File: config.mk
export PLATFORM = sky130hd
export DESIGN_NAME = lru_key_value_cache
export DESIGN_NICKNAME = d
export VERILOG_FILES = /design/src/hdl/lkvc_pkg.sv /design/src/hdl/lkvc_ctrl.sv /design/src/hdl/lkvc_dpath.sv /design/src/hdl/lru_key_value_cache.sv
export SDC_FILE = /design/constraint.sdc
export NUM_CORES = 1
export LEC_CHECK = 0
export BUFFER_PORTS_ARGS = -buffer_cell sky130_fd_sc_hd__buf_4
export CAP_MARGIN = 10
export CORE_ASPECT_RATIO = 2
export CORE_MARGIN = 10
export CORE_UTILIZATION = 40
export DETAILED_ROUTE_END_ITERATION = 6
export HOLD_SLACK_MARGIN = 0.12
export PLACE_DENSITY = 0.58
export SLEW_MARGIN = 30
export SYNTH_ARGS = -nofsm -noshare
export SYNTH_HDL_FRONTEND = slang
export SYNTH_SLANG_ARGS = --single-unit
File: constraint.sdc
create_clock -name clock -period 15 [get_ports clock]
set_input_delay 3 -clock clock [delete_from_list [all_inputs] [get_ports clock]]
set_output_delay 3 -clock clock [all_outputs]
set_load 0.005 [all_outputs]
File: src/hdl/lkvc_pkg.sv
// Shared constants and controller/datapath interface types for the LRU key/value cache.
package lkvc_pkg;

   localparam int MAX_ENTRIES_DEFAULT = 16;
   localparam int CAPACITY_W = 5;
   localparam logic [CAPACITY_W-1:0] CAPACITY_RESET = 5'd16;
   localparam int WORD_W = 32;
   localparam logic [WORD_W-1:0] MISS_VALUE = 32'hFFFF_FFFF;

   localparam logic CMD_SET = 1'b0;
   localparam logic CMD_GET = 1'b1;

   typedef struct packed {
      logic load;
      logic rd_en;
      logic pass_upd;
      logic decide;
   } ctl_cmd_type;

   typedef struct packed {
      logic upd_needed;
   } ctl_sts_type;

endpackage

File: src/hdl/lkvc_ctrl.sv
// Sequencer for the lookup scan and the recency update pass.
module lkvc_ctrl #(
   parameter int MAX_ENTRIES = lkvc_pkg::MAX_ENTRIES_DEFAULT,
   localparam int IDX_W = (MAX_ENTRIES > 1) ? $clog2(MAX_ENTRIES) : 1,
   localparam int CNT_W = $clog2(MAX_ENTRIES + 1)
) (
   input  logic                      clock,
   input  logic                      reset,
   input  logic                      start,
   output logic                      busy,
   output lkvc_pkg::ctl_cmd_type     cmd,
   output logic [IDX_W-1:0]          rd_idx,
   input  lkvc_pkg::ctl_sts_type     sts
);

   localparam logic [1:0] ST_IDLE   = 2'd0;
   localparam logic [1:0] ST_SCAN   = 2'd1;
   localparam logic [1:0] ST_DECIDE = 2'd2;
   localparam logic [1:0] ST_UPDATE = 2'd3;

   localparam logic [CNT_W-1:0] CNT_LAST = CNT_W'(MAX_ENTRIES);

   logic [1:0]       state_ff, state_in;
   logic [CNT_W-1:0] cnt_ff, cnt_in;

   always_comb begin
      state_in = state_ff;
      cnt_in   = cnt_ff;
      cmd      = '0;
      unique case (state_ff)
         ST_IDLE: begin
            if (start) begin
               cmd.load = 1'b1;
               cnt_in   = '0;
               state_in = ST_SCAN;
            end
         end
         ST_SCAN: begin
            if (cnt_ff != CNT_LAST) begin
               cmd.rd_en = 1'b1;
               cnt_in    = cnt_ff + CNT_W'(1);
            end else begin
               state_in = ST_DECIDE;
            end
         end
         ST_DECIDE: begin
            cmd.decide = 1'b1;
            cnt_in     = '0;
            state_in   = sts.upd_needed ? ST_UPDATE : ST_IDLE;
         end
         ST_UPDATE: begin
            if (cnt_ff != CNT_LAST) begin
               cmd.rd_en    = 1'b1;
               cmd.pass_upd = 1'b1;
               cnt_in       = cnt_ff + CNT_W'(1);
            end else begin
               state_in = ST_IDLE;
            end
         end
         default: state_in = ST_IDLE;
      endcase
   end

   always_ff @(posedge clock) begin
      if (reset) begin
         state_ff <= ST_IDLE;
         cnt_ff   <= '0;
      end else begin
         state_ff <= state_in;
         cnt_ff   <= cnt_in;
      end
   end

   assign busy   = (state_ff != ST_IDLE);
   assign rd_idx = cnt_ff[IDX_W-1:0];

endmodule

File: src/hdl/lkvc_dpath.sv
// Entry store, key match scan, LRU bookkeeping and result register.
module lkvc_dpath #(
   parameter int MAX_ENTRIES = lkvc_pkg::MAX_ENTRIES_DEFAULT,
   localparam int IDX_W = (MAX_ENTRIES > 1) ? $clog2(MAX_ENTRIES) : 1,
   localparam int RANK_W = IDX_W,
   localparam int CNT_W = $clog2(MAX_ENTRIES + 1)
) (
   input  logic                                 clock,
   input  logic                                 reset,
   input  lkvc_pkg::ctl_cmd_type                cmd,
   input  logic [IDX_W-1:0]                     rd_idx,
   output lkvc_pkg::ctl_sts_type                sts,
   input  logic                                 req_cmd,
   input  logic signed [lkvc_pkg::WORD_W-1:0]   req_key,
   input  logic signed [lkvc_pkg::WORD_W-1:0]   req_value,
   input  logic                                 csr_valid,
   input  logic [lkvc_pkg::CAPACITY_W-1:0]      csr_data,
   output logic                                 rsp_strobe,
   output logic                                 rsp_hit,
   output logic signed [lkvc_pkg::WORD_W-1:0]   rsp_read_value
);

   localparam int W = lkvc_pkg::WORD_W;

   logic [W-1:0]      key_mem_ff  [MAX_ENTRIES];
   logic [W-1:0]      val_mem_ff  [MAX_ENTRIES];
   logic [RANK_W-1:0] rank_mem_ff [MAX_ENTRIES];

   logic [W-1:0]      rd_key_ff, rd_val_ff;
   logic [RANK_W-1:0] rd_rank_ff;

   logic [MAX_ENTRIES-1:0] valid_ff, valid_in;
   logic [CNT_W-1:0]       fill_ff, fill_in;
   logic [lkvc_pkg::CAPACITY_W-1:0] cap_ff;

   logic              eval_vld_ff, eval_upd_ff;
   logic [IDX_W-1:0]  eval_idx_ff;

   logic              op_ff, op_in;
   logic [W-1:0]      key_ff, key_in, value_ff, value_in;
   logic              match_ff, match_in, free_ff, free_in;
   logic [IDX_W-1:0]  match_idx_ff, match_idx_in, free_idx_ff, free_idx_in;
   logic [IDX_W-1:0]  lru_idx_ff, lru_idx_in;
   logic [RANK_W-1:0] match_rank_ff, match_rank_in;
   logic [W-1:0]      match_val_ff, match_val_in;
   logic [IDX_W-1:0]  tgt_idx_ff, tgt_idx_in;
   logic [RANK_W-1:0] promo_rank_ff, promo_rank_in;

   logic              rsp_valid_ff, rsp_valid_in, rsp_hit_ff, rsp_hit_in;
   logic [W-1:0]      rsp_val_ff, rsp_val_in;

   logic              wr_en;
   logic [W-1:0]      wr_key, wr_val;
   logic [RANK_W-1:0] wr_rank;
   logic              room;
   logic              eval_valid;
   logic [RANK_W-1:0] lru_rank;

   assign eval_valid = valid_ff[eval_idx_ff];
   assign lru_rank   = RANK_W'(fill_ff - CNT_W'(1));
   assign room = (32'(fill_ff) < 32'(MAX_ENTRIES)) &&
                 (32'(fill_ff) < ((cap_ff == '0) ? 32'd1 : 32'(cap_ff)));
   assign sts.upd_needed = match_ff || (op_ff == lkvc_pkg::CMD_SET);

   always_comb begin
      op_in         = op_ff;
      key_in        = key_ff;
      value_in      = value_ff;
      match_in      = match_ff;
      match_idx_in  = match_idx_ff;
      match_rank_in = match_rank_ff;
      match_val_in  = match_val_ff;
      free_in       = free_ff;
      free_idx_in   = free_idx_ff;
      lru_idx_in    = lru_idx_ff;
      tgt_idx_in    = tgt_idx_ff;
      promo_rank_in = promo_rank_ff;
      valid_in      = valid_ff;
      fill_in       = fill_ff;
      rsp_valid_in  = 1'b0;
      rsp_hit_in    = rsp_hit_ff;
      rsp_val_in    = rsp_val_ff;
      wr_en         = 1'b0;
      wr_key        = rd_key_ff;
      wr_val        = rd_val_ff;
      wr_rank       = rd_rank_ff;

      if (cmd.load) begin
         op_in    = req_cmd;
         key_in   = req_key;
         value_in = req_value;
         match_in = 1'b0;
         free_in  = 1'b0;
      end

      if (eval_vld_ff && !eval_upd_ff) begin
         if (eval_valid && (rd_key_ff == key_ff) && !match_ff) begin
            match_in      = 1'b1;
            match_idx_in  = eval_idx_ff;
            match_rank_in = rd_rank_ff;
            match_val_in  = rd_val_ff;
         end
         if (!eval_valid && !free_ff) begin
            free_in     = 1'b1;
            free_idx_in = eval_idx_ff;
         end
         if (eval_valid && (rd_rank_ff == lru_rank)) begin
            lru_idx_in = eval_idx_ff;
         end
      end

      if (cmd.decide) begin
         if (op_ff == lkvc_pkg::CMD_GET) begin
            rsp_valid_in = 1'b1;
            rsp_hit_in   = match_ff;
            rsp_val_in   = match_ff ? match_val_ff : lkvc_pkg::MISS_VALUE;
         end
         priority if (match_ff) begin
            tgt_idx_in    = match_idx_ff;
            promo_rank_in = match_rank_ff;
         end else if (room) begin
            tgt_idx_in            = free_idx_ff;
            promo_rank_in         = RANK_W'(fill_ff);
            valid_in[free_idx_ff] = (op_ff == lkvc_pkg::CMD_SET) ? 1'b1 : valid_ff[free_idx_ff];
            fill_in = (op_ff == lkvc_pkg::CMD_SET) ? fill_ff + CNT_W'(1) : fill_ff;
         end else begin
            tgt_idx_in    = lru_idx_ff;
            promo_rank_in = lru_rank;
         end
      end

      if (eval_vld_ff && eval_upd_ff) begin
         priority if (eval_idx_ff == tgt_idx_ff) begin
            wr_en   = 1'b1;
            wr_key  = key_ff;
            wr_val  = (op_ff == lkvc_pkg::CMD_GET) ? rd_val_ff : value_ff;
            wr_rank = '0;
         end else if (eval_valid && (rd_rank_ff < promo_rank_ff)) begin
            wr_en   = 1'b1;
            wr_rank = rd_rank_ff + RANK_W'(1);
         end else begin
            wr_en = 1'b0;
         end
      end
   end

   always_ff @(posedge clock) begin
      if (wr_en) begin
         key_mem_ff[eval_idx_ff]  <= wr_key;
         val_mem_ff[eval_idx_ff]  <= wr_val;
         rank_mem_ff[eval_idx_ff] <= wr_rank;
      end
      if (cmd.rd_en) begin
         rd_key_ff  <= key_mem_ff[rd_idx];
         rd_val_ff  <= val_mem_ff[rd_idx];
         rd_rank_ff <= rank_mem_ff[rd_idx];
      end
   end

   always_ff @(posedge clock) begin
      if (reset) begin
         valid_ff     <= '0;
         fill_ff      <= '0;
         cap_ff       <= lkvc_pkg::CAPACITY_RESET;
         eval_vld_ff  <= 1'b0;
         rsp_valid_ff <= 1'b0;
      end else begin
         valid_ff     <= valid_in;
         fill_ff      <= fill_in;
         eval_vld_ff  <= cmd.rd_en;
         rsp_valid_ff <= rsp_valid_in;
         if (csr_valid) begin
            cap_ff <= csr_data;
         end
      end
   end

   always_ff @(posedge clock) begin
      eval_upd_ff   <= cmd.pass_upd;
      eval_idx_ff   <= rd_idx;
      op_ff         <= op_in;
      key_ff        <= key_in;
      value_ff      <= value_in;
      match_ff      <= match_in;
      match_idx_ff  <= match_idx_in;
      match_rank_ff <= match_rank_in;
      match_val_ff  <= match_val_in;
      free_ff       <= free_in;
      free_idx_ff   <= free_idx_in;
      lru_idx_ff    <= lru_idx_in;
      tgt_idx_ff    <= tgt_idx_in;
      promo_rank_ff <= promo_rank_in;
      rsp_hit_ff    <= rsp_hit_in;
      rsp_val_ff    <= rsp_val_in;
   end

   assign rsp_strobe     = rsp_valid_ff;
   assign rsp_hit        = rsp_hit_ff;
   assign rsp_read_value = rsp_val_ff;

   a_rsp_single: assert property (@(posedge clock) disable iff (reset)
      rsp_valid_ff |=> !rsp_valid_ff)
      else $error("result word held longer than one cycle");

   a_fill_bound: assert property (@(posedge clock) disable iff (reset)
      32'(fill_ff) <= 32'(MAX_ENTRIES))
      else $error("fill count above store depth");

   a_fill_count: assert property (@(posedge clock) disable iff (reset)
      $countones(valid_ff) == int'(fill_ff))
      else $error("fill count disagrees with valid marks");

endmodule

File: src/hdl/lru_key_value_cache.sv
// Top level of the fully associative LRU key/value cache.
//
//   channel   direction  handshake             word
//   req_      in         start & !busy         req_cmd, req_key, req_value
//   rsp_      out        rsp_strobe (1 cycle)  rsp_hit, rsp_read_value
//   csr_      in         csr_valid & csr_ready csr_data (capacity)
//
// Each request scans all MAX_ENTRIES entries through one memory read port:
// busy stays high through the lookup scan and the decide step for a get miss, and through
// the recency update pass as well otherwise; both passes use the same port.
// A get result is registered from the decide step, one cycle wide; the receiver cannot stall.
// Synchronous reset clears valid marks and fill count, reloads capacity; no clearing pass.
// csr_ready is always high.
module lru_key_value_cache #(
   parameter int MAX_ENTRIES = lkvc_pkg::MAX_ENTRIES_DEFAULT,
   localparam int IDX_W = (MAX_ENTRIES > 1) ? $clog2(MAX_ENTRIES) : 1
) (
   input  logic                                 clock,
   input  logic                                 reset,
   input  logic                                 start,
   output logic                                 busy,
   input  logic                                 req_cmd,
   input  logic signed [lkvc_pkg::WORD_W-1:0]   req_key,
   input  logic signed [lkvc_pkg::WORD_W-1:0]   req_value,
   output logic                                 rsp_strobe,
   output logic                                 rsp_hit,
   output logic signed [lkvc_pkg::WORD_W-1:0]   rsp_read_value,
   input  logic                                 csr_valid,
   output logic                                 csr_ready,
   input  logic [lkvc_pkg::CAPACITY_W-1:0]      csr_data
);

   lkvc_pkg::ctl_cmd_type cmd;
   lkvc_pkg::ctl_sts_type sts;
   logic [IDX_W-1:0]      rd_idx;

   assign csr_ready = 1'b1;

   lkvc_ctrl #(
      .MAX_ENTRIES(MAX_ENTRIES)
   ) u_ctrl (
      .clock  (clock),
      .reset  (reset),
      .start  (start),
      .busy   (busy),
      .cmd    (cmd),
      .rd_idx (rd_idx),
      .sts    (sts)
   );

   lkvc_dpath #(
      .MAX_ENTRIES(MAX_ENTRIES)
   ) u_dpath (
      .clock          (clock),
      .reset          (reset),
      .cmd            (cmd),
      .rd_idx         (rd_idx),
      .sts            (sts),
      .req_cmd        (req_cmd),
      .req_key        (req_key),
      .req_value      (req_value),
      .csr_valid      (csr_valid),
      .csr_data       (csr_data),
      .rsp_strobe     (rsp_strobe),
      .rsp_hit        (rsp_hit),
      .rsp_read_value (rsp_read_value)
   );

endmodule
# Yosys cells after proc, flatten, opt, wreduce, memory -nomap -nowiden
# Memories as Yosys holds them, arrays and structs flattened. A register that Yosys moved wholly into a read port is not among the register bits.
# Index checks and enable logic that the tools add are counted.
# word_totals
ramBits	1088
word_cells	124
input_bits	74
memories	3
out_inout_bits	36
register_bits	196
# classes
n_lt_le_gt_ge	6
muxes	47
add_sub_neg	4
n_eq_ne	11
n_reduce_logical	27
bitwise_logic	3
# memory_table
memory	depth	width	rd	rd_ports_with_merged_regs	write_ports	line_no	source
u_dpath.key_mem_ff	16	32	1	1	1	lkvc_dpath.sv:25	logic [W-1:0] key_mem_ff [MAX_ENTRIES];
u_dpath.val_mem_ff	16	32	1	1	1	lkvc_dpath.sv:26	logic [W-1:0] val_mem_ff [MAX_ENTRIES];
u_dpath.rank_mem_ff	16	4	1	1	1	lkvc_dpath.sv:27	logic [RANK_W-1:0] rank_mem_ff [MAX_ENTRIES];
# ops
op	n
$mux W32	5
$eq A32 B32 Y1	1
$mux W4	7
$mux W1	20
$bwmux W16	1
$mux W5	3
$pmux W5 S3	1
$add A5 B1 Y5 const B	2
$lt A4 B5 Y1 const B	2
$mux W2	5
$reduce_and A2 Y1	5
$logic_and A1 B1 Y1	9
$bmux W1 S4	2
$eq A4 B4 Y1	2
$pmux W2 S4	1
$ne A2 B2 Y1 const B	3
$reduce_and A3 Y1	2
$logic_not A5 Y1	1
$lt A5 B5 Y1	1
$lt A5 B5 Y1 const B	1
$ne A5 B5 Y1 const B	1
$add A4 B1 Y4 const B	1
$demux W1 S4	1
$eq A2 B2 Y1 const B	2
other kinds (13)	19

# Longest topological paths before layout
# Gate-level depths: netlist of run 1.
# depth
word_depth	8
ltp_mapped	10
ltp_nobuf	7

# By module
# A second synthesis of run 1 with hierarchy kept.
# unflattened
hier_cells	2284
hier_area_um2	51658.3
# modules_own_cells
module	cells_per_inst	seq_area_each_um2	instances	area_per_inst_um2
lkvc_dpath	2226	40038.4	1	51187.8
lkvc_ctrl	56	140.1	1	459.2
lru_key_value_cache	2	0.0	1	11.3

# Least setup slack after synthesis of run 1
# No wires, ideal clock.
# synth_timing
kind	register to register
startpoint	register u_dpath.rd_rank_ff[1], read port of u_dpath.rank_mem_ff
endpoint	memory u_dpath.key_mem_ff[0][0] (netlist name), enable pin
period_less_slack_ns	8.472
t_arrival_ns	7.810
required_time_ns	14.338
stages_incl_launch_ff	6
path_slack_ns	6.528
n_path_buf	0
setup_time_ns	0.662
cell_sequence	edfxtp_1 -> ha_1 -> a21oi_1 -> o21a_1 -> a21oi_1 -> nor4_1
# synth_via
elab_chain_len	7
# synth_rtl
element	line_no	source
start, declared	lkvc_dpath.sv:30	logic [RANK_W-1:0] rd_rank_ff;
$lt A4 B4 Y1	lkvc_dpath.sv:138	end else if (eval_valid && (rd_rank_ff < promo_rank_ff)) begin
$logic_and A1 B1 Y1	lkvc_dpath.sv:138	
$mux W1	lkvc_dpath.sv:138	
$mux W1	lkvc_dpath.sv:133	priority if (eval_idx_ff == tgt_idx_ff) begin
$mux W1	lkvc_dpath.sv:132	if (eval_vld_ff && eval_upd_ff) begin
$mux W1	lkvc_dpath.sv:148	if (wr_en) begin
$mux W1 (not written as such)	lkvc_dpath.sv:149	key_mem_ff[eval_idx_ff] <= wr_key;
end, declared	lkvc_dpath.sv:25	
# Every way passes these cells.

# Worst setup path in the final report of run 1
# layout_timing
startpoint	register u_ctrl.state_ff[0]
endpoint	output busy
# layout_via
elab_chain_len	1
# layout_rtl
element	line_no	source
start, declared	lkvc_ctrl.sv:23	logic [1:0] state_ff, state_in;
start signal, assigned	lkvc_ctrl.sv:69	state_ff <= state_in;
$reduce_bool A2 Y1	lkvc_ctrl.sv:74	assign busy = (state_ff != ST_IDLE);
end, declared	lru_key_value_cache.sv:21	output logic busy,
# Every way passes these cells.

==> results of run 1 <==
## routing by layer
layer  routed length, um  track usage [%]  part of all wire, %  vias to the layer above
met5                  18                0                0.015                        -
met2               63850            29.36                   53                      709
met3                6389            2.540                  5.3                      154
met4                2107            4.100                  1.8                        2
li1                    -                -                    -                     9659
met1               47780            21.31                   40                    12760
## synth_stat cells (2+ instances only)
| cell type | n |
|---|---|
| and3_1 | 3 |
| a32oi_1 | 16 |
| mux2_2 | 4 |
| a21oi_1 | 26 |
| mux2i_1 | 9 |
| xor2_1 | 25 |
| nand3_1 | 5 |
| a21o_1 | 2 |
| o21a_1 | 2 |
| nand4_1 | 11 |
| buf_2 | 33 |
| nor4_1 | 9 |
| and2_1 | 3 |
| ha_1 | 12 |
| a211oi_1 | 3 |
| nor2_1 | 32 |
| inv_1 | 21 |
| mux2_1 | 65 |
| or3_1 | 5 |
| nand2_1 | 19 |
| nand2b_1 | 42 |
| clkbuf_1 | 53 |
| o21ai_1 | 10 |
| mux4_2 | 348 |
| inv_2 | 2 |
| o21ai_0 | 3 |
| buf_1 | 14 |
| a31oi_1 | 2 |
| nor3_1 | 23 |
| dfxtp_1 | 42 |
| xnor2_1 | 22 |
| edfxtp_1 | 1310 |
| buf_4 | 6 |
| nor4_4 | 4 |
## path summary, 6_finish.rpt
kind                             start                       to  slack, ns  depth (start not counted)
setup reg to reg      u_ctrl.cnt_ff[1]    u_dpath.rd_val_ff[31]      10.53                          6
hold / removal    u_dpath.rd_val_ff[2]  u_dpath.match_val_ff[2]       0.43                          0
setup / recovery    u_ctrl.state_ff[0]                     busy      10.49                          3
hold reg to reg   u_dpath.rd_val_ff[2]  u_dpath.match_val_ff[2]       0.43                          0
## report_power, final
| part | internal [mW] | total [mW] | switching (mW) | leakage (nW) |
|---|---|---|---|---|
| sequential | 4.18 | 4.21 | 0.0287 | 12.2 |
| combinational | 0.146 | 0.308 | 0.163 | 3.68 |
| clock | 1.69 | 3.04 | 1.35 | 1.85 |
| total | 6.02 | 7.56 | 1.54 | 17.7 |
## flip-flops by register name, summed over array words and instances (netlist names), 5 cells and up
register                flops
u_dpath.match_val_ff       32
u_dpath.key_ff             32
u_dpath.valid_ff           16
u_dpath.rank_mem_ff        64
u_dpath.val_mem_ff        512
u_dpath.value_ff           32
u_dpath.cap_ff              5
u_dpath.fill_ff             5
u_dpath.rd_key_ff          32
u_dpath.key_mem_ff        512
u_dpath.rd_val_ff          32
u_dpath.rsp_read_value     32
u_ctrl.cnt_ff               5
## metrics by stage
stage	utilization, %	area, um^2	setup slack [ns]	cells	total power, mW
after global placement	42.45	54440	10.14	3950	4.593
after floorplan	-	51470	6.528	2206	4.505
final	45.53	58380	10.49	4168	7.559
after global routing	45.53	58380	10.08	4168	7.804
after detailed placement	42.53	54540	10.14	3954	4.607
after CTS	45.50	58340	10.37	4166	7.632
## cells by family (layout without fill, tap and decap cells)
logic type | after synthesis | in the layout | synth area share [%]
compound gates | 73 | 73 | 0.9457
xor+xnor | 47 | 47 | 0.7998
fa+ha+maj | 12 | 12 | 0.2917
buf+inv | 130 | 399 | 1.087
flops | 1352 | 1352 | 78.07
mux | 427 | 427 | 16.94
other cells | 1 | 2 | 0.007286
simple gates | 164 | 164 | 1.857
## critical path, cell delays in order (launching register included)
cell	delay, ns
dfxtp_1	0.46
nor2_1	0.08
inv_1	0.12
buf_4	0.13
## area by class of cell
cell class / instances / area [um^2]
well taps: 1692 / 2117
flip-flops and latches: 1352 / 40190
clock buffers: 131 / 2959
multi-input cells: 724 / 10830
diodes: 1 / 2.502
repair buffers: 164 / 1333
fillers: 10490 / 69850
inverters: 23 / 93.84
clock inverters: 81 / 845.8
==> results.py, run 1 <==
metrics = {
    "timing": {
        "hold_slack_ns": 0.4273,
        "maxSlewHeadroom_pct": 35.08,
        "fin_tns_setup_ns": 0,
        "worstMarginPinSlew_ns": 0.9738,
        "period_share_pct": 30.10,
        "skew_ns": 0.02457,
        "fmax_mhz": 221.5,
        "hold_viol_final": 0,
        "rsz0062_at_grt": "false",
        "setup_violations": 0,
        "fin_crit_ns": 4.515,
        "slew_violations": 0,
    },
    "logic_synthesis": {
        "yosysSeqAreaShare_pct": 78.07,
        "async_flop_share_pct": 0,
        "dominantRegCellSynth": "edfxtp_1",
        "synth_top_cell_by_area": "edfxtp_1",
        "ys_top_cells_by_area": "edfxtp_1 76%, mux4_2 15%, dfxtp_1 1.6%, mux2_1 1.4%, nand2b_1 0.51%",
        "synth_top_area_share_pct": 76.43,
        "syn_avg_cell_area_um2": 23.33,
        "synth-edff-count": 1310,
        "syn_nets": 2292,
        "netlist_area_mm2": 0.05147,
        "synth.yosys.warnings": 0,
        "yosysUniqueCellTypes": 54,
        "synthCells": 2206,
        "ys_ff_latch": 1352,
    },
    "place": {
        "dp_hpwl_um": 60670,
        "port_buffers": 108,
        "place.gp.congestion": 0.7550,
    },
    "flow_run": {
        "cap_viol_max_count": 0,
    },
    "global_routing": {
        "antenna_found_initial": 3,
        "overflow": 0,
        "grt_pass1_vias": 24950,
        "grt_util_all_layers_pct": 16.68,
        "grt_max_degree": 74,
        "grt_pass1_wl_um": 175700,
    },
    "hold_path": {
        "min_path_type": "register to register",
    },
    "cts": {
        "htreeDepth": 3,
        "clockBufferDepth": 3,
        "clkSinkCount": 1352,
        "hold_buffers": 0,
        "cts_tree": "built",
        "cts_buffers": 113,
        "clock_latency_ns": 0.73,
        "post_cts_resized": 0,
        "clk_pin_slew_ns": 0.07,
        "cts-root-buf": "clkbuf_16",
        "post_cts_buffers": 0,
    },
    "floorplan": {
        "rows": 186,
        "core_area_mm2": 0.1282,
        "die_h_um": 527.3,
        "die_w_um": 273.6,
        "start_util_pct": 40.14,
        "io_pins": 110,
        "die_area_mm2": 0.1443,
    },
    "route": {
        "vias": 23280,
        "drt_iter0_drc": 2138,
        "drc": 0,
        "wl_um": 120100,
        "dr.pass1.iters": 7,
        "ant_nets": 0,
        "routedWlPerCell_um": 28.82,
        "viasPerCell": 5.586,
    },
    "worst_setup_path": {
        "crit_required_ns": 12.00,
        "start_kind": "register",
        "cp_max_fo": 8,
        "critPathCaptureType": "primary output",
        "cp.arrival_ns": 1.51,
        "critical_path_class": "register to primary output",
    },
    "finish": {
        "nets": 2464,
        "area_growth_pct": 13.43,
        "final_cell_mix": "1310 x edfxtp_1, 348 x mux4_2, 155 x buf_4",
        "post_route_cells_drive_above_1_share_pct": 29.09,
        "layout_commonest_cell": "edfxtp_1",
    },
    "run_status": {
        "run_status": "complete, no violations",
    },
    "power": {
        "power.density_mw_per_mm2": 129.5,
        "p_leak_nw": 17.70,
        "vdd_drop_max_v": 0.00009168,
    },
}
Power figures use the tool's default switching activity.
==> run 2, diff against run 1 <==
--- a/config.mk
+++ b/config.mk
@@ -12,7 +12,7 @@
 export CORE_UTILIZATION = 40
 export DETAILED_ROUTE_END_ITERATION = 6
 export HOLD_SLACK_MARGIN = 0.12
-export PLACE_DENSITY = 0.58
+export PLACE_DENSITY = 0.6
 export SLEW_MARGIN = 30
 export SYNTH_ARGS = -nofsm -noshare
 export SYNTH_HDL_FRONTEND = slang
==> constraint.sdc (replaced) <==
create_clock -name clock -period 4.11 [get_ports clock]
set_input_delay 0.822 -clock clock [delete_from_list [all_inputs] [get_ports clock]]
set_output_delay 0.822 -clock clock [all_outputs]
set_load 0.005 [all_outputs]
==> run 2 against run 1 <==
Net effect: routed wire length is 2.5% lower; sequential share of layout area decreased by 0.31 points; worst setup slack got worse by 9.7 ns; combinational power grew to 3.7 times the previous value; sequential power rose to 3.7 times the previous value; cell area up 0.45%; flip-flop and latch count unchanged; via count decreased by 1.4%; register-to-register slack got worse by 9.8 ns; critical path depth rose by 2; utilization increased by 0.20 points; clock skew increased by 0.0063 ns.
==> results.py, run 2 (same netlist as run 1, synthesis figures left out) <==
metrics = {
    "timing": {
        "rsz0062_at_grt": "false",
        "maxSlewHeadroom_pct": 34.96,
        "fin_crit_ns": 3.370,
        "setup_slack_ns": 0.7402,
        "hold_viol_final": 0,
        "fin_tns_setup_ns": 0,
        "hold_slack_ns": 0.2761,
        "worstMarginPinSlew_ns": 0.9755,
        "period_share_pct": 81.99,
        "skew_ns": 0.03086,
        "slew_violations": 0,
        "fmax_mhz": 296.8,
        "setup_violations": 0,
    },
    "cts": {
        "htreeDepth": 3,
        "clockBufferDepth": 3,
        "cts_buffers": 113,
        "cts-root-buf": "clkbuf_16",
        "clkSinkCount": 1352,
        "post_cts_buffers": 0,
        "post_cts_resized": 0,
        "hold_buffers": 0,
        "cts_tree": "built",
        "clk_pin_slew_ns": 0.07,
        "clock_latency_ns": 0.72,
    },
    "hold_path": {
        "min_path_type": "input pin to register",
    },
    "route": {
        "drt_iter0_drc": 2061,
        "drc": 0,
        "dr.pass1.iters": 6,
        "viasPerCell": 5.521,
        "routedWlPerCell_um": 28.19,
        "vias": 22950,
        "wl_um": 117100,
        "ant_nets": 0,
    },
    "worst_setup_path": {
        "start_kind": "register",
        "cp.arrival_ns": 3.75,
        "cp_max_fo": 17,
        "crit_required_ns": 4.49,
        "critPathCaptureType": "register",
        "critical_path_class": "register to register",
    },
    "finish": {
        "area_growth_pct": 13.94,
        "layout_commonest_cell": "edfxtp_1",
        "nets": 2454,
        "final_cell_mix": "1310 x edfxtp_1, 348 x mux4_2, 123 x buf_4",
        "post_route_cells_drive_above_1_share_pct": 28.95,
        "finish.instance_area_mm2": 0.05864,
        "top_regs": "u_dpath.key_mem_ff (512), u_dpath.val_mem_ff (512), u_dpath.rank_mem_ff (64)",
        "fin_util_pct": 45.73,
        "layout.cells.non_filler": 4156,
    },
    "global_routing": {
        "busiest_layer": "met2",
        "use_met3_pct": 2.459,
        "grt_pass1_vias": 24820,
        "antenna_found_initial": 2,
        "met1_usage_pct": 20.46,
        "overflow": 0,
        "grt_pass1_wl_um": 171400,
        "grt_util_met2_pct": 28.74,
        "grt_max_degree": 79,
        "grt_util_all_layers_pct": 16.22,
    },
    "place": {
        "port_buffers": 108,
        "placed_cells": 3945,
        "place_ws_ns": 0.7754,
        "place.gp.congestion": 0.7691,
        "dp_hpwl_um": 59270,
        "dpl_cell_area_mm2": 0.05490,
    },
    "floorplan": {
        "die_w_um": 273.6,
        "die_h_um": 527.3,
        "core_area_mm2": 0.1282,
        "rows": 186,
        "start_util_pct": 40.14,
        "die_area_mm2": 0.1443,
        "io_pins": 110,
    },
    "power": {
        "vdd_drop_max_v": 0.0003555,
        "power_mw": 27.41,
        "p_switching_mw": 5.645,
        "p_leak_nw": 17.84,
        "pwr-share-seq_pct": 56.0,
        "swShare_pct": 20.59,
        "power.clock.fraction_pct": 39.8,
        "power.internal_mw": 21.77,
        "comb_power_share_pct": 4.2,
        "power.density_mw_per_mm2": 467.5,
    },
    "flow_run": {
        "cap_viol_max_count": 0,
    },
    "run_status": {
        "run_status": "complete, no violations",
    },
}
-- run 2: worst paths after layout --
path	from	endpoint	slack, ns	depth (start not counted)
setup reg to reg	u_dpath.eval_idx_ff[1]	u_dpath.key_mem_ff[5][7]	0.74	5
hold / removal	req_value[18]	u_dpath.value_ff[18]	0.28	1
setup / recovery	u_dpath.eval_idx_ff[1]	u_dpath.key_mem_ff[5][7]	0.74	5
hold reg to reg	u_dpath.rd_val_ff[8]	u_dpath.match_val_ff[8]	0.45	0
-- run 2: power by group through the flow --
| stage | logic [mW] | clock network, mW | registers, mW |
|---|---|---|---|
| after global placement | 1.14 | 0 | 15.7 |
| after global routing | 1.25 | 11.7 | 15.4 |
| after CTS | 1.18 | 11.2 | 15.4 |
| after detailed placement | 1.18 | 0 | 15.7 |
| final | 1.15 | 10.9 | 15.4 |
| after floorplan | 0.857 | 0 | 15.6 |
-- run 2: area by class of cell --
class                           count  area [um^2]
Sequential cell                  1352        40190
Multi-Input combinational cell    724        10960
Timing Repair Buffer              154         1544
Clock buffer                      133         2945
Fill cell                       10400        69590
Antenna cell                        1        2.502
Inverter                           23        91.34
Tap cell                         1692         2117
Clock inverter                     77        785.8
-- run 2: critical path, cell delays in order, from the launching register on --
cell and delay (ns):
dfxtp_1 0.78, xor2_1 0.21, nor4_4 0.54, and2_2 0.70, buf_12 0.24, mux2_1 0.53
-- run 2: layer usage --
layer / vias to the layer above / share of wire, % / wire length, um
li1: 9636 / - / -
met1: 12550 / 40 / 46290
met2: 624 / 54 / 62810
met3: 137 / 4.9 / 5793
met4: 0 / 1.9 / 2250
met5: - / 0 / 0
==> run 3, diff against run 2 <==
==> constraint.sdc (replaced) <==
create_clock -name clock -period 2.7 [get_ports clock]
set_input_delay 0.54 -clock clock [delete_from_list [all_inputs] [get_ports clock]]
set_output_delay 0.54 -clock clock [all_outputs]
set_load 0.005 [all_outputs]
==> run 3 against run 2 <==
Net effect: clock skew decreased by 0.0033 ns; cell area increased by 4.2%; global-route usage increased by 0.84 points; worst hold slack improved by 0.027 ns; clock-buffer cell count increased by 4; die area unchanged; sequential power increased by 51%; largest power group unchanged; highest routed layer unchanged.
==> results.py, run 3 (same netlist as run 1, synthesis figures left out) <==
metrics = {
    "timing": {
        "worstMarginPinSlew_ns": 0.9917,
        "rsz0062_at_grt": "false",
        "skew_ns": 0.02759,
        "maxSlewHeadroom_pct": 33.28,
        "hold_viol_final": 0,
        "hold_slack_ns": 0.3031,
        "fmax_mhz": 379.5,
        "period_share_pct": 97.60,
        "slew_violations": 0,
        "setup_violations": 0,
        "fin_crit_ns": 2.635,
    },
    "worst_setup_path": {
        "critPathCaptureType": "register",
        "start_kind": "register",
        "r2r_start": "u_dpath.eval_idx_ff[2]",
        "reg2reg_setup_slack_ns": 0.06,
        "critical_path_class": "register to register",
        "worstReg2RegEnd": "u_dpath.match_val_ff[11]",
        "crit_required_ns": 3.18,
        "rr_worst_depth": 8,
        "cp_max_fo": 11,
        "cp.arrival_ns": 3.12,
    },
    "route": {
        "viasPerCell": 5.543,
        "drt_iter0_drc": 2264,
        "wl_um": 122800,
        "drc": 0,
        "vias": 24120,
        "routedWlPerCell_um": 28.21,
        "dr.pass1.iters": 5,
        "ant_nets": 0,
    },
    "power": {
        "swShare_pct": 20.53,
        "p_leak_nw": 19.05,
        "power.internal_mw": 33.98,
        "vdd_drop_max_v": 0.0006106,
        "power.clock.fraction_pct": 40.6,
        "p_switching_mw": 8.779,
        "pwr-share-seq_pct": 54.6,
        "power_mw": 42.76,
        "comb_power_share_pct": 4.8,
        "power.density_mw_per_mm2": 699.8,
    },
    "global_routing": {
        "grt_pass1_vias": 25870,
        "antenna_found_initial": 4,
        "grt_util_all_layers_pct": 17.06,
        "grt_pass1_wl_um": 181200,
        "grt_max_degree": 72,
        "overflow": 0,
    },
    "run_status": {
        "run_status": "complete, no violations",
    },
    "finish": {
        "final_cell_mix": "1310 x edfxtp_1, 348 x mux4_2, 192 x buf_4",
        "top_regs": "u_dpath.key_mem_ff (512), u_dpath.val_mem_ff (512), u_dpath.rank_mem_ff (64)",
        "nets": 2653,
        "post_route_cells_drive_above_1_share_pct": 31.70,
        "area_growth_pct": 18.72,
        "layout.cells.non_filler": 4352,
        "layout_commonest_cell": "edfxtp_1",
    },
    "cts": {
        "cts-root-buf": "clkbuf_16",
        "cts_buffers": 113,
        "htreeDepth": 3,
        "clk_pin_slew_ns": 0.07,
        "clock_latency_ns": 0.72,
        "clockBufferDepth": 3,
        "cts_tree": "built",
        "clkSinkCount": 1352,
    },
    "place": {
        "place.gp.congestion": 0.7980,
        "dp_hpwl_um": 70820,
        "placed_cells": 4049,
        "port_buffers": 108,
    },
    "hold_path": {
        "min_path_type": "input pin to register",
        "min_path_cells": 4,
        "holdPathEnd": "u_dpath.match_ff",
        "min_from": "start",
    },
    "flow_run": {
        "cap_viol_max_count": 0,
    },
    "floorplan": {
        "die_h_um": 527.3,
        "core_area_mm2": 0.1282,
        "rows": 186,
        "start_util_pct": 40.14,
        "die_w_um": 273.6,
        "die_area_mm2": 0.1443,
        "io_pins": 110,
    },
}
run 3: worst max-delay path by stage:
stage / cells past startpoint / endpoint / slack (ns) / start
4_1_cts: 9 / u_dpath.match_val_ff[11] / 0.005 / u_dpath.key_ff[17]
3_3_place_gp: 8 / u_dpath.val_mem_ff[9][17] / -0.16 / u_dpath.promo_rank_ff[1]
5_1_grt: 6 / u_dpath.rank_mem_ff[10][2] / 0.003 / u_dpath.eval_idx_ff[2]
2_1_floorplan: 5 / u_dpath.key_mem_ff[0][0] / -1.29 / u_dpath.rd_rank_ff[3]
6_report: 8 / u_dpath.match_val_ff[11] / 0.06 / u_dpath.eval_idx_ff[2]
3_5_place_dp: 6 / u_dpath.rank_mem_ff[5][1] / -0.09 / u_dpath.eval_idx_ff[2]
run 3: layer usage:
metal,wire length [um],vias up,GRT usage (%)
met3,6019,158,2.495
met4,2486,0,4.380
met5,0,-,0
li1,-,10040,-
met2,66430,757,30.48
met1,47820,13170,21.37
run 3: area by class of cell:
class	count	area, um^2
fillers	10200	67130
flip-flops and latches	1352	40200
multi-input cells	724	10980
repair buffers	353	3836
clock buffers	137	2948
well taps	1692	2117
clock inverters	70	928.4
inverters	23	91.34
diodes	1	2.502
run 3: per-stage QoR:
step | worst slack [ns] | setup TNS (ns) | area (um^2) | utilization (%)
5_1_grt | 0.002544 | 0 | 61100 | 47.65
6_report | 0.06482 | 0 | 61100 | 47.65
3_3_place_gp | -0.1584 | -15.08 | 56190 | 43.82
2_1_floorplan | -1.291 | -1121.69 | 51680 | -
4_1_cts | 0.004558 | 0 | 60920 | 47.51
3_5_place_dp | -0.08543 | -2.218 | 56210 | 43.83
run 3: what timing repair did:
action / 4_1_cts / 5_1_grt
buffers inserted: 3 / 8
gates cloned: 0 / 4
endpoints found under the setup margin: 140 / 213
hold endpoints to repair: 74 / 0
hold buffers: 81 / 0
pin swaps: 1 / 2
gates resized for setup: 2 / 10
run 3: power groups by stage:
stage / logic (mW) / clock network (mW) / registers [mW]
after floorplan: 1.31 / 0 / 23.7
final: 2.06 / 17.4 / 23.3
after global placement: 1.96 / 0 / 23.8
after detailed placement: 2.00 / 0 / 23.8
after global routing: 2.23 / 18.5 / 23.3
after CTS: 2.11 / 17.8 / 23.3
run 3: critical path, stage by stage, from the launching register on:
cell	delay (ns)
dfxtp_2	0.40
buf_4	0.15
mux4_2	0.49
mux2_2	0.33
mux2_4	0.34
nand3b_1	0.22
nor3_4	0.08
buf_12	0.16
buf_12	0.17
